[src/rtl/nps_pkg.sv]
// ----------------------------------------------------------------------------
// nps_pkg: shared types and constants of the priority scheduler
// Field widths, the scan record that moves along the cell row, FSM states.
// ----------------------------------------------------------------------------
package nps_pkg;

	localparam int ARR_W   = 16;
	localparam int BURST_W = 16;
	localparam int PRIO_W  = 8;
	localparam int ID_W    = 6;
	localparam int TIME_W  = 22;
	localparam int SUM_W   = 27;
	localparam int S_DATA_W = 40;
	localparam int M_DATA_W = 128;

	// Scan record handed from cell to cell, one cell per cycle.
	typedef struct packed {
		logic               vld;        // record present at this boundary
		logic               has_pick;   // an arrived, unfinished job was found
		logic [ID_W-1:0]    pick_id;    // zero-based slot of the best job
		logic [PRIO_W-1:0]  pick_prio;
		logic [ARR_W-1:0]   pick_arr;
		logic [BURST_W-1:0] pick_burst;
		logic               min_vld;    // some unfinished job seen
		logic [ARR_W-1:0]   min_arr;    // earliest arrival of unfinished jobs
	} wave_t;

	typedef enum logic [2:0] {
		S_LOAD,
		S_SCAN,
		S_ADV,
		S_TURN,
		S_WAIT,
		S_EMIT
	} state_t;

endpackage

[src/rtl/nps_cell.sv]
// ----------------------------------------------------------------------------
// nps_cell: one job slot of the scheduler row
// Holds one job record and folds it into the scan record passing through.
// ----------------------------------------------------------------------------
module nps_cell #(
	parameter int IDX = 0
) (
	input  logic                      clk,
	input  logic                      arst_n,
	input  logic                      wr_en,
	input  logic [nps_pkg::ARR_W-1:0]   wr_arr,
	input  logic [nps_pkg::BURST_W-1:0] wr_burst,
	input  logic [nps_pkg::PRIO_W-1:0]  wr_prio,
	input  logic                      clr,
	input  logic                      done_set,
	input  logic [nps_pkg::ID_W-1:0]    done_id,
	input  logic [nps_pkg::TIME_W-1:0]  now,
	input  nps_pkg::wave_t            wave_in,
	output nps_pkg::wave_t            wave_out
);
	import nps_pkg::*;

	localparam logic [ID_W-1:0] MY_ID = ID_W'(IDX);

	logic [ARR_W-1:0]   arr_q;
	logic [BURST_W-1:0] burst_q;
	logic [PRIO_W-1:0]  prio_q;
	logic               loaded_q;
	logic               done_q;
	wave_t              wave_q;
	wave_t              wave_nxt;
	logic               live;
	logic               arrived;
	logic               better;

	always_ff @(posedge clk) begin
		if (wr_en) begin
			arr_q   <= wr_arr;
			burst_q <= wr_burst;
			prio_q  <= wr_prio;
		end
	end

	always_ff @(posedge clk or negedge arst_n) begin
		if (!arst_n) begin
			loaded_q <= 1'b0;
			done_q   <= 1'b0;
		end else if (clr) begin
			loaded_q <= 1'b0;
			done_q   <= 1'b0;
		end else if (wr_en) begin
			loaded_q <= 1'b1;
			done_q   <= 1'b0;
		end else if (done_set && done_id == MY_ID) begin
			done_q <= 1'b1;
		end
	end

	assign live    = loaded_q && !done_q;
	assign arrived = {{(TIME_W-ARR_W){1'b0}}, arr_q} <= now;
	// strict improvement only, so the lower slot keeps a full tie
	assign better  = !wave_in.has_pick || (prio_q < wave_in.pick_prio) ||
		((prio_q == wave_in.pick_prio) && (arr_q < wave_in.pick_arr));

	always_comb begin
		wave_nxt = wave_in;
		if (wave_in.vld && live) begin
			if (arrived && better) begin
				wave_nxt.has_pick   = 1'b1;
				wave_nxt.pick_id    = MY_ID;
				wave_nxt.pick_prio  = prio_q;
				wave_nxt.pick_arr   = arr_q;
				wave_nxt.pick_burst = burst_q;
			end
			if (!wave_in.min_vld || arr_q < wave_in.min_arr) begin
				wave_nxt.min_vld = 1'b1;
				wave_nxt.min_arr = arr_q;
			end
		end
	end

	always_ff @(posedge clk or negedge arst_n) begin
		if (!arst_n) begin
			wave_q <= '0;
		end else begin
			wave_q <= wave_nxt;
		end
	end

	assign wave_out = wave_q;

endmodule

[config.mk]
export PLATFORM = sky130hd
export DESIGN_NAME = nps_cell
export DESIGN_NICKNAME = d
export VERILOG_FILES = /design/src/rtl/nps_pkg.sv /design/src/rtl/nps_cell.sv
export SDC_FILE = /design/constraint.sdc
export NUM_CORES = 1
export LEC_CHECK = 0
export BUFFER_PORTS_ARGS = -buffer_cell sky130_fd_sc_hd__buf_2
export CORE_MARGIN = 2
export CORE_UTILIZATION = 30
export CTS_CLUSTER_SIZE = 10
export DETAILED_ROUTE_END_ITERATION = 16
export HOLD_SLACK_MARGIN = 0.02
export PLACE_DENSITY = 0.59
export SLEW_MARGIN = 20
export SYNTH_ARGS = -nofsm -noshare
export SYNTH_HDL_FRONTEND = slang
export SYNTH_SLANG_ARGS = --single-unit
export TNS_END_PERCENT = 5
[constraint.sdc]
create_clock -name clk -period 3.8 [get_ports clk]
set_clock_uncertainty 0.1 [all_clocks]
set_input_delay 0.95 -clock clk [delete_from_list [all_inputs] [get_ports clk]]
set_output_delay 0.95 -clock clk [all_outputs]
set_load 0.05 [all_outputs]
==> summary by stage, run 1 <==
Run status
The run finished with clean final reports.

Final layout
The fill cell total of the finished layout is 1,602. The multi-input combinational cells in the finished layout cover a total of 1922 sq um. The final layout contains 785 nets. The number of inserted diodes is 0.

Compared with the post-synthesis result, the final layout area differs by 31.76%. Once layout is done, the placed cells without fillers occupy 6675 sq um. The register area is 2878 sq um. In the final layout, the share of cells above drive strength 1 is 41.47%.

Synthesis
The synthesized design contains 107 register bits. After synthesis, the share of flip-flops with an asynchronous set or reset is 62.62%. Each instance of the synthesized netlist takes up on average 13.30 sq um. Sequential cells were found to cover 56.80% of the synthesized design area. In the synthesized netlist, the number of instances is 381. The number of warnings issued by yosys is 0.

The total nets after synthesis is 573. The number of distinct library cells after synthesis is 39. The number of flops mapped to enable cells by yosys is 40. The netlist area before placement is 5066 sq um. The most used flip-flop cell after synthesis is sky130_fd_sc_hd__dfrtp_1.

GRT
The overflow left after global routing is 0. The number of global-route vias before repair is 4,123. The maximum number of pins on one net before global-route repair is 68. The wire length of the first global-routing pass is 20,660 microns. In the global route stage, overall resource usage came out at 14.90%.

The initial antenna violation count is 0.

Routing
For this run, design rule violations remaining after detail routing come to 0. The wire length reported by the detailed router is 12,800 microns. After detailed routing, the number of vias per cell comes to 4.509.

The antenna violation net count after detailed routing is 0. The routed layout has 3,688 vias. The DRC violation total after the first TritonRoute iteration is 105. The number of optimization iterations in the first detailed-route pass is 4.

The average detailed-routed wire length per instance is 15.65 microns.

Min path
The number of cells on the worst hold path is 1. The startpoint identified for the worst hold timing path is burst_q[11]. The worst hold path terminates at wave_out[28]. The worst hold path class is reg2reg.

Worst setup path
The critical path is of the in2reg type. The depth of the most critical reg-to-reg path is 9. The slowest stage of the critical path is the sky130_fd_sc_hd__or4bb_1 cell. The gate family responsible for the most delay along the worst path is simple AND/OR/NAND/NOR gates. STA classifies the critical path startpoint as a primary input. In this run the critical register-to-register path is launched from arr_q[8].

The critical path buffer and inverter count is 3. Data on the critical path is required at its endpoint by 3.93 ns. The internal reg-to-reg setup slack is 0.49 ns.

For this run, the slowest stage of the critical path takes 0.47 ns. The signal on the critical path passes through buf_2 > inv_1 > ha_1 > or4bb_1 > or4_1 > o221a_1 > o41ai_1 > nand3b_1 > a31oi_4 > buf_12 > mux2_1. Data on the critical path arrives at its endpoint at 3.59 ns. The endpoint identified for the worst register-to-register timing path is wave_out[48].

Of all nets on the critical path, the largest fanout is 29. The worst setup path is captured at a register.

Clock network
The number of buffers inserted to repair setup after CTS is 0. TritonCTS built the clock tree. Gates resized during post-CTS repair numbered 0. The clock drives 107 sinks. The master cell of the clock root buffer is sky130_fd_sc_hd__clkbuf_16. The clock-pin transition on the worst setup and hold timing paths is 0.08 ns. The worst-case clock buffer depth is 2. For the worst-skew pair, the clock arrives at the later sink with an insertion delay of 0.35 ns. For this design, the CTS-stage hold fixing added 0 buffers. The number of CTS-inserted buffers is 9. The H-tree generated during clock tree synthesis spans 3 levels.

STA
For the pin with the worst max-slew slack, the measured transition is 0.9061 ns. The part of the cycle the worst path needs is 91.23%. The shortest period the worst path allows is 3.467 ns.

The final number of hold-violating endpoints is 0. The total count of max-transition violations in the final report came to 0. The setup-violating endpoint count in the final report is 0.

Setup repair after global routing left no endpoint under its margin. Based on the critical path, the design can be clocked at up to 0.2885 GHz. The worst max-slew margin expressed relative to the limit is 39.59%.

Die
The number of top-level pins is 203. The total number of placement rows is 47. The width of the die is 134.0 microns. The placeable core region is 16,520 sq um. The initial cell density of the core is 30.66%.

The floorplan step set the die height to 134.0 microns. The die covers 17,940 sq um.

Flow run
Max-cap violations in this run came to 0.

Placed design
The area of placed instances is 6354 sq um. After legalization and detailed placement, the total HPWL measured 9896 microns. At the end of routability-driven placement, the weighted congestion stood at 0.7998. The quantity of I/O buffers inserted on ports is 202.

Power
Net switching is 31.54% of the power. Of the total power, registers draw 46.5%. The maximum resistive drop on vdd is 0.0002347 V. The sum of internal, switching and leakage power is 2.876 mW. The clock network fraction of total power is 32.6%. Combinational logic is responsible for 20.8% of the overall power. For this design the ratio of total power to cell area is 430.8 nW/um^2. In this run the static leakage power is 3.274 nW.

Summed over all nets, the switching power comes to 0.9071 mW. The total internal power is 1.969 mW.
-- layout by cell type (no fill, tap or decap), drive strengths merged, types with 7 or more instances in the layout --
master	n
nand4	7
nand3	8
ha	54
mux2	56
nor2	8
nor2b	9
buf	207
edfxtp	40
o21ai	11
clkbuf	9
a21oi	18
dfrtp	67
inv	61
-- worst reg2reg max path, cell delays in order, from the launching register on --
cell and delay [ns]:
sky130_fd_sc_hd__edfxtp_1 0.49, sky130_fd_sc_hd__ha_1 0.35, sky130_fd_sc_hd__or4bb_1 0.47, sky130_fd_sc_hd__or4_1 0.43, sky130_fd_sc_hd__o221a_1 0.23, sky130_fd_sc_hd__o41ai_1 0.07, sky130_fd_sc_hd__nand3b_1 0.19, sky130_fd_sc_hd__a31oi_4 0.26
sky130_fd_sc_hd__buf_12 0.24, sky130_fd_sc_hd__mux2_1 0.36
-- cell type report --
cell class                 instances  area share, %
multi-input combinational        212          28.79
clock inverter                     7          1.143
clock buffer                       9          3.374
inverter                          56          3.149
sequential                       107          43.11
timing repair buffer             207          16.31
tap                              220          4.124
-- power groups by stage --
| stage | Clock (mW) | Sequential, mW | Combinational [mW] |
|---|---|---|---|
| detailed placement | 0 | 1.36 | 0.602 |
| finish | 0.939 | 1.34 | 0.599 |
| global placement | 0 | 1.36 | 0.589 |
| CTS | 0.977 | 1.34 | 0.605 |
| floorplan | 0 | 1.55 | 0.183 |
| global route | 1.03 | 1.35 | 0.657 |
-- per-layer routing --
metal	up-vias	part of all wire, %	global-route usage (%)
li1	1779	-	-
met2	123	50	26.15
met4	0	0.88	3.310
met5	-	0	0
met1	1779	42	17.56
met3	7	6.9	5.253
-- sequential cells by signal, indices dropped and copies added, names as in the netlist --
register	count
done_q	1
burst_q	16
arr_q	16
prio_q	8
wave_out	65
loaded_q	1
-- stage by stage --
step | cells | TNS, ns | worst slack (ns) | util, % | hold slack (ns)
floorplan | 381 | 0 | 0.1780 | - | 0.3390
global placement | 801 | -0.2984 | -0.02316 | 38.45 | 0.3406
detailed placement | 801 | -0.5679 | -0.03885 | 38.45 | 0.3499
CTS | 817 | 0 | 0.3278 | 40.27 | 0.3722
global route | 818 | 0 | 0.1530 | 40.40 | 0.3889
finish | 818 | 0 | 0.3333 | 40.40 | 0.3663
-- kinds of logic (layout without fill, tap and decap cells) --
family | Yosys count | after routing | share of synthesized area, %
flip-flops | 107 | 107 | 56.80
buffers and inverters | 62 | 279 | 5.260
AND/OR/NAND/NOR | 57 | 57 | 6.446
multiplexers | 56 | 56 | 12.45
adder cells (fa/ha/maj) | 54 | 54 | 13.34
AO/OA/AOI/OAI | 45 | 45 | 5.705
-- Yosys cell counts, types with 2 or more instances --
master	instances	area [sq um]
sky130_fd_sc_hd__nor2b_1	9	56.30
sky130_fd_sc_hd__inv_1	56	210.2
sky130_fd_sc_hd__mux2_2	22	247.7
sky130_fd_sc_hd__dfrtp_1	67	1677
sky130_fd_sc_hd__a211oi_1	2	15.01
sky130_fd_sc_hd__a21oi_1	18	90.09
sky130_fd_sc_hd__nand3b_1	3	22.52
sky130_fd_sc_hd__edfxtp_1	40	1201
sky130_fd_sc_hd__nor4_1	2	12.51
sky130_fd_sc_hd__nor2_1	8	30.03
sky130_fd_sc_hd__nand2_1	6	22.52
sky130_fd_sc_hd__and3_1	3	18.77
sky130_fd_sc_hd__o21ai_0	11	55.05
sky130_fd_sc_hd__nand2b_1	2	12.51
sky130_fd_sc_hd__o211ai_1	3	22.52
sky130_fd_sc_hd__ha_1	54	675.7
sky130_fd_sc_hd__nand3_1	8	40.04
sky130_fd_sc_hd__nand4_1	7	43.79
sky130_fd_sc_hd__clkbuf_1	2	7.510
sky130_fd_sc_hd__buf_6	3	33.78
sky130_fd_sc_hd__mux2_1	34	382.9
sky130_fd_sc_hd__nor3_1	4	20.02
-- worst max-delay path by stage --
stage          startpoint           end  slack (ns)  depth (start not counted)
2_1_floorplan      now[8]  wave_out[43]        0.18                         10
3_3_place_gp       now[8]  wave_out[17]       -0.02                         11
3_5_place_dp       now[8]  wave_out[55]       -0.04                         11
4_1_cts            now[8]  wave_out[55]        0.33                         11
5_1_grt            now[8]  wave_out[45]        0.15                         11
6_report           now[8]  wave_out[48]        0.33                         11
No activity file was read; power rests on OpenSTA's default activity.
==> inputs of run 2 (changes only) <==
==> constraint.sdc (replaced) <==
create_clock -name clk -period 3.8 [get_ports clk]
set_clock_uncertainty 0.1 [all_clocks]
set_input_delay 0.19 -clock clk [delete_from_list [all_inputs] [get_ports clk]]
set_output_delay 0.19 -clock clk [all_outputs]
set_load 0.05 [all_outputs]
==> run 2 against run 1 <==
Against the previous run: die area did not move; combinational power rose by 14%; critical endpoint is now wave_out[19]; critical path depth fell by 2; worst setup slack improved by 0.16 ns; hold slack got worse by 0.33 ns; utilization rose by 6.1 points; global-route usage rose by 1.1 points; sequential power barely moved; flip-flop and latch count did not move.
==> summary by stage, run 2 (synthesis results as in run 1) <==
Placed design
The placer congestion estimate is 0.8008 (+0.13%). The area of placed instances is 6326 sq um (-0.43%). The worst slack at placement is 0.4914 ns (+0.5302 ns). The half-perimeter wire length after detailed placement is 9958 microns (+0.62%).

The quantity of I/O buffers inserted on ports is 202 (unchanged). The cell total after placement was 799 (-0.25%).

Clock network
The root buffer cell chosen for the clock tree is sky130_fd_sc_hd__clkbuf_16. The clock-pin transition on the worst setup and hold timing paths came to 0.08 ns (about the same). The number of H-tree branching levels is 3 (unchanged). The source-to-sink clock delay at the later pin of the worst-skew pair is 0.36 ns (about the same). The clock sink total is 107 (unchanged). The CTS tree is built.

The worst-case clock buffer depth came to 2 (unchanged). The number of cells upsized or downsized after cts is 0 (unchanged). The number of CTS-inserted buffers came to 9 (unchanged).

STA
The tightest hold margin was 0.03576 ns (-0.3305 ns). The total count of max-transition violations in the final report was 0 (unchanged). The highest attainable clock frequency came to 0.3021 GHz (+4.7%).

The shortest period the worst path allows was 3.311 ns (-0.1561 ns). The part of the cycle the worst path needs is 87.12% (-4.1 points). The post-layout worst setup margin is 0.4894 ns (+0.1561 ns).

The worst max-slew margin expressed relative to the limit is 38.86% (-0.73 points). Setup repair after global routing left no endpoint under its margin. The final number of hold-violating endpoints is 0 (unchanged).

The setup-violating endpoint count in the final report is 0 (unchanged). The actual transition at the worst max-transition pin is 0.9171 ns (+0.01093 ns). The total negative slack for setup checks is 0 ns (unchanged).

Die
The placeable core region was 16,520 sq um (unchanged). The width of the die is 134.0 microns (unchanged). The initial cell density of the core was 30.66% (unchanged). The height of the die came to 134.0 microns (unchanged). The area enclosed by the die boundary is 17,940 sq um (unchanged).

The total number of placement rows was 47 (unchanged). The number of top-level pins was 203 (unchanged).

Final layout
The share of post-route cells with drive strength above 1 is 34.95% (-6.5 points). The number of nets in the final layout is 888 (+13%). The number of flip-flops in the largest register is 65 (unchanged). The top cell types in the final layout, fill and taps aside, are sky130_fd_sc_hd__buf_2, sky130_fd_sc_hd__dlygate4sd3_1, sky130_fd_sc_hd__dfrtp_1, sky130_fd_sc_hd__inv_1, sky130_fd_sc_hd__ha_1. The cell area after layout was 7677 sq um (+15%). The filler-free cell count of the finished design is 921 (+13%). The share of the core filled with cells is 46.46% (+6.1 points).

The number of inserted diodes is 0 (unchanged). The most common cell after layout, fill and taps aside is sky130_fd_sc_hd__buf_2. Relative to the synthesized area, the layout overhead comes to 51.54%. The fill cell total of the finished layout came to 1,528 (-4.6%).

Routing
The antenna violation net count after detailed routing is 0 (unchanged). The number of design rule violations left after detail routing is 0 (unchanged). The number of optimization iterations in the first detailed-route pass is 4 (unchanged). The wire length reported by the detailed router is 13,990 microns (+9.3%). The number of vias in the routed layout is 4,017 (+8.9%). The average detailed-routed wire length per instance is 15.19 microns (-2.9%). The DRC violation total after the first TritonRoute iteration came to 102 (-2.9%). The via count normalized by instance count is 4.362 (-3.3%).

GRT
The maximum number of pins on one net before global-route repair is 68 (unchanged). The overflow left after global routing was 0 (unchanged). The initial antenna violation count came to 0 (unchanged). The overall routing resource usage is 16.04% (+1.1 points). The number of global-route vias before repair is 4,496 (+9.0%). The wire length of the first global-routing pass was 22,090 microns (+6.9%).

Power
The fraction of power consumed by combinational cells was 23.2% (+2.4 points). The net switching fraction of the power is 31.26% (-0.28 points). The total internal power is 2.027 mW (+3.0%). The leakage dissipation is 3.686 nW (+13%). The maximum resistive drop on vdd is 0.0002391 V (+1.8%).

The part of the power in registers was 45.3% (-1.2 points). The sum of internal, switching and leakage power was 2.950 mW (+2.6%). The switching power came to 0.9221 mW (+1.7%). The clock network fraction of total power came to 31.5% (-1.1 points). The power density of the placed cells is 384.2 nW/um^2 (-11%).

Worst setup path
The critical path arrival is 3.45 ns (-0.14 ns). The required time of the worst setup path is 3.94 ns (about the same). The worst setup path is captured at a register. The type of element launching the critical path is a register.

The critical path is of the reg2reg type. The maximum fanout count along the critical path is 14 (-52%).

Flow run
The number of maximum-capacitance violations came to 0 (unchanged).

Min path
The worst hold path class is in2reg.

Run status
The run finished with clean final reports.
[run 2: cell count changes in the layout (fill, tap and decap cells not counted), sizes merged]
| cell | change |
|---|---|
| inv | +1 |
| clkinvlp | +1 |
| clkinv | -2 |
| buf | -3 |
| dlygate4sd3 | +106 |
[run 2: routing by layer]
| metal | part of all wire (%) | GRT usage [%] |
|---|---|---|
| met1 | 43 | 18.57 |
| met2 | 51 | 29.12 |
| met3 | 4.9 | 4.497 |
| met4 | 1.3 | 4.137 |
| met5 | 0 | 0 |
[run 2: repair_timing]
item / 4_1_cts / 5_1_grt
endpoints found under the setup margin: 0 / 0
endpoints found under the hold margin: 173 / 0
hold buffers: 106 / 0
setup buffers: 0 / 0
[run 2: layout make-up]
cell class	count	area (sq um)	area share, %
clock inverters	7	62.56	0.8149
repair buffers	310	2105	27.41
well taps	220	275.3	3.585
clock buffers	9	225.2	2.934
multi-input cells	212	1922	25.03
inverters	56	210.2	2.738
flip-flops and latches	107	2878	37.48
[run 2: worst paths after layout]
check | from | end | slack, ns | depth (start not counted)
worst max-delay path | arr_q[8] | wave_out[19] | 0.49 | 9
worst min-delay path | wave_in[63] | wave_out[63] | 0.04 | 2
worst max register to register | arr_q[8] | wave_out[19] | 0.49 | 9
worst min register to register | burst_q[6] | wave_out[23] | 0.36 | 1
max in group asynchronous | arst_n | wave_out[52] | 2.60 | 2
min in group asynchronous | arst_n | wave_out[37] | 0.41 | 2
[run 2: power groups by stage]
stage / clock (mW) / sequential [mW] / combinational, mW
floorplan: 0 / 1.55 / 0.183
global placement: 0 / 1.36 / 0.590
detailed placement: 0 / 1.36 / 0.603
CTS: 0.965 / 1.34 / 0.691
global route: 1.02 / 1.35 / 0.744
finish: 0.929 / 1.34 / 0.683
[run 2: worst max-delay path: stages, from the launching register on]
cell	delay, ns
sky130_fd_sc_hd__edfxtp_1	0.46
sky130_fd_sc_hd__ha_1	0.34
sky130_fd_sc_hd__or4bb_1	0.49
sky130_fd_sc_hd__or4_1	0.46
sky130_fd_sc_hd__o221a_1	0.23
sky130_fd_sc_hd__o41ai_1	0.07
sky130_fd_sc_hd__nand3b_1	0.19
sky130_fd_sc_hd__a31oi_4	0.22
sky130_fd_sc_hd__buf_4	0.28
sky130_fd_sc_hd__mux2_2	0.36
==> inputs of run 3 (changes only) <==
Settings changed: REMOVE_ABC_BUFFERS set to 1, SLEW_MARGIN 20 to 10.
==> run 3 against run 2 <==
Against the previous run: wire length is 2.8% lower; utilization is 0.27 points higher; global-route usage is 0.15 points lower; combinational power hardly changed; sequential power hardly changed; cell count is 0.11% higher; die area stayed put; final area is 0.59% higher; non-clock buffer count stayed put; count of clock-buffer cells in the layout stayed put; register-to-register slack better by 0.03 ns; hold slack better by 0.044 ns; largest power group unchanged.
==> summary by stage, run 3 (synthesis results as in run 1) <==
Final layout
The share of post-route cells with drive strength above 1 is 34.81% (-0.14 points). The fill cell total of the finished layout is 1,498 (-2.0%). The top cell types in the final layout, fill and taps aside, are sky130_fd_sc_hd__buf_2, sky130_fd_sc_hd__dlygate4sd3_1, sky130_fd_sc_hd__dfrtp_1, sky130_fd_sc_hd__inv_1, sky130_fd_sc_hd__ha_1. The number of nets in the final layout came to 888 (unchanged). The number of flip-flops in the largest register is 65 (unchanged).

From synthesis to final layout, the design area changed by 52.43%. Leaving out fill and tap cells, the most frequent cell in the layout is sky130_fd_sc_hd__buf_2.

Placed design
The half-perimeter wire length after detailed placement was 9772 microns (-1.9%). The worst slack at placement is 0.5270 ns (+0.03563 ns). The placer congestion estimate is 0.7632 (-4.7%).

The quantity of I/O buffers inserted on ports came to 202 (unchanged).

STA
The actual transition at the worst max-transition pin was 1.069 ns (+0.1520 ns). The shortest period the worst path allows is 3.279 ns (-0.03138 ns). Setup repair after global routing left no endpoint under its margin. The final number of hold-violating endpoints came to 0 (unchanged). The highest attainable clock frequency is 0.3050 GHz (+0.96%). The setup-violating endpoint count in the final report is 0 (unchanged). The worst max-slew margin expressed relative to the limit is 28.73% (-10 points). The total negative slack for setup checks is 0 ns (unchanged).

The part of the cycle the worst path needs is 86.29% (-0.83 points). The total count of max-transition violations in the final report is 0 (unchanged). The post-layout worst setup margin is 0.5208 ns (+0.03138 ns).

Clock network
The clock-pin transition on the worst setup and hold timing paths came to 0.08 ns (about the same). TritonCTS built the clock tree. The number of buffers inserted to repair setup after CTS is 0 (unchanged). The number of CTS-inserted buffers came to 9 (unchanged). The source-to-sink clock delay at the later pin of the worst-skew pair is 0.36 ns (about the same).

The number of H-tree branching levels is 3 (unchanged). The worst-case clock buffer depth is 2 (unchanged). The clock sink total came to 107 (unchanged). The number of cells upsized or downsized after cts is 0 (unchanged). CTS placed an instance of sky130_fd_sc_hd__clkbuf_16 at the clock tree root.

Die
The placeable core region is 16,520 sq um (unchanged). The area enclosed by the die boundary is 17,940 sq um (unchanged). The total number of placement rows came to 47 (unchanged). The number of top-level pins is 203 (unchanged). The height of the die was 134.0 microns (unchanged). The initial cell density of the core is 30.66% (unchanged). The width of the die is 134.0 microns (unchanged).

Routing
The wire length reported by the detailed router is 13,610 microns (-2.8%). The average detailed-routed wire length per instance is 14.76 microns (-2.9%). The antenna violation net count after detailed routing came to 0 (unchanged).

The number of design rule violations left after detail routing is 0 (unchanged). The DRC violation total after the first TritonRoute iteration is 91 (-11%). The via count normalized by instance count was 4.392 (+0.69%).

The number of optimization iterations in the first detailed-route pass came to 6 (+2). The number of vias in the routed layout is 4,049 (+0.80%).

Worst setup path
The worst setup path is captured at a register. The critical path arrival came to 3.43 ns (-0.02 ns). The critical path goes through ha_1 > or4bb_1 > or4_1 > o221a_1 > o41ai_1 > nand3b_1 > a31oi_4 > buf_12 > mux2_2.

Among all stages on the critical path, the largest delay is contributed by sky130_fd_sc_hd__edfxtp_1. The gate family responsible for the most delay along the worst path is simple AND/OR/NAND/NOR gates. The type of element launching the critical path is a register.

The required time of the worst setup path is 3.95 ns (about the same). The delay of the slowest cell on the worst path is 0.46 ns (-0.03 ns). The maximum fanout count along the critical path is 46 (+32). The critical path is of the reg2reg type.

The critical path buffer and inverter count was 1 (unchanged). The internal reg-to-reg setup slack is 0.52 ns (+0.03 ns).

GRT
The overflow left after global routing is 0 (unchanged). The maximum number of pins on one net before global-route repair is 68 (unchanged). The overall routing resource usage is 15.89% (-0.15 points). The initial antenna violation count is 1 (+1). The wire length of the first global-routing pass was 22,160 microns (+0.31%). The number of global-route vias before repair is 4,575 (+1.8%).

Power
The maximum resistive drop on vdd came to 0.0002364 V (-1.1%). The leakage dissipation was 3.706 nW (+0.54%). The power density of the placed cells came to 393.3 nW/um^2 (+2.4%).

Min path
The worst hold path class is in2reg.

Flow run
The number of maximum-capacitance violations is 0 (unchanged).

Run status
The flow ran to the end, and the final reports show no timing, DRC or antenna violations.
==> run 3: cell count changes in the layout (fill, tap and decap cells not counted), sizes merged <==
| cell | before | now |
|---|---|---|
| clkinvlp | 1 | 0 |
| bufinv | 0 | 1 |
| buf | 204 | 203 |
| dlygate4sd3 | 106 | 107 |
| diode | 0 | 1 |
| inv | 62 | 60 |
| clkinv | 0 | 2 |
==> run 3: what timing repair did <==
| action | in CTS | in global routing |
|---|---|---|
| endpoints found under the setup margin | 0 | 0 |
| hold buffers | 107 | 0 |
| endpoints found under the hold margin | 174 | 0 |
==> run 3: final cells by class <==
type / instances / area [sq um] / share of cell area [%]
diodes: 1 / 2.502 / 0.03240
inverters: 56 / 210.2 / 2.722
repair buffers: 310 / 2105 / 27.25
multi-input cells: 212 / 1922 / 24.89
clock inverters: 7 / 105.1 / 1.361
clock buffers: 9 / 225.2 / 2.916
flip-flops and latches: 107 / 2878 / 37.27
well taps: 220 / 275.3 / 3.564
==> run 3: stage by stage <==
step,power [mW],std cells,util [%],instance area (sq um),hold WS (ns)
2_1_floorplan,1.730,375,-,5010,-0.2056
5_1_grt,3.198,922,46.73,7722,0.09121
4_1_cts,3.090,921,46.72,7720,0.06168
6_report,3.038,922,46.73,7722,0.07948
3_5_place_dp,1.962,798,38.24,6319,0.2161
3_3_place_gp,1.952,798,38.24,6319,0.2159
==> run 3: worst register-to-register path, delay by kind of cell (launching register included) <==
| kind | cells | cell delay (ns) |
|---|---|---|
| flip-flops | 1 | 0.46 |
| AO/OA/AOI/OAI | 3 | 0.49 |
| adder cells (fa/ha/maj) | 1 | 0.33 |
| AND/OR/NAND/NOR | 3 | 1.09 |
| buffers and inverters | 1 | 0.29 |
| multiplexers | 1 | 0.42 |
==> run 3: worst paths after layout <==
| check | start | cells past startpoint | to |
|---|---|---|---|
| min in group asynchronous | arst_n | 2 | wave_out[54] |
| worst max-delay path | arr_q[8] | 9 | wave_out[20] |
| worst min-delay path | done_id[4] | 4 | done_q |
| worst min register to register | burst_q[12] | 1 | wave_out[29] |
| worst max register to register | arr_q[8] | 9 | wave_out[20] |
| max in group asynchronous | arst_n | 2 | wave_out[52] |
==> run 3: power by group <==
group	leakage, nW	switching [mW]	internal, mW
Clock	0.162	0.481	0.539
Sequential	1.18	0.0419	1.29
Combinational	2.37	0.411	0.272
Total	3.71	0.933	2.10
==> run 3: routing by layer <==
layer  GRT usage, %  wire length, microns  up-vias
met4          6.383                   277        0
met5              0                     0        -
li1               -                     -     1990
met1          19.40                  5887     1915
met3          3.326                   650       20
met2          27.44                  6789      124
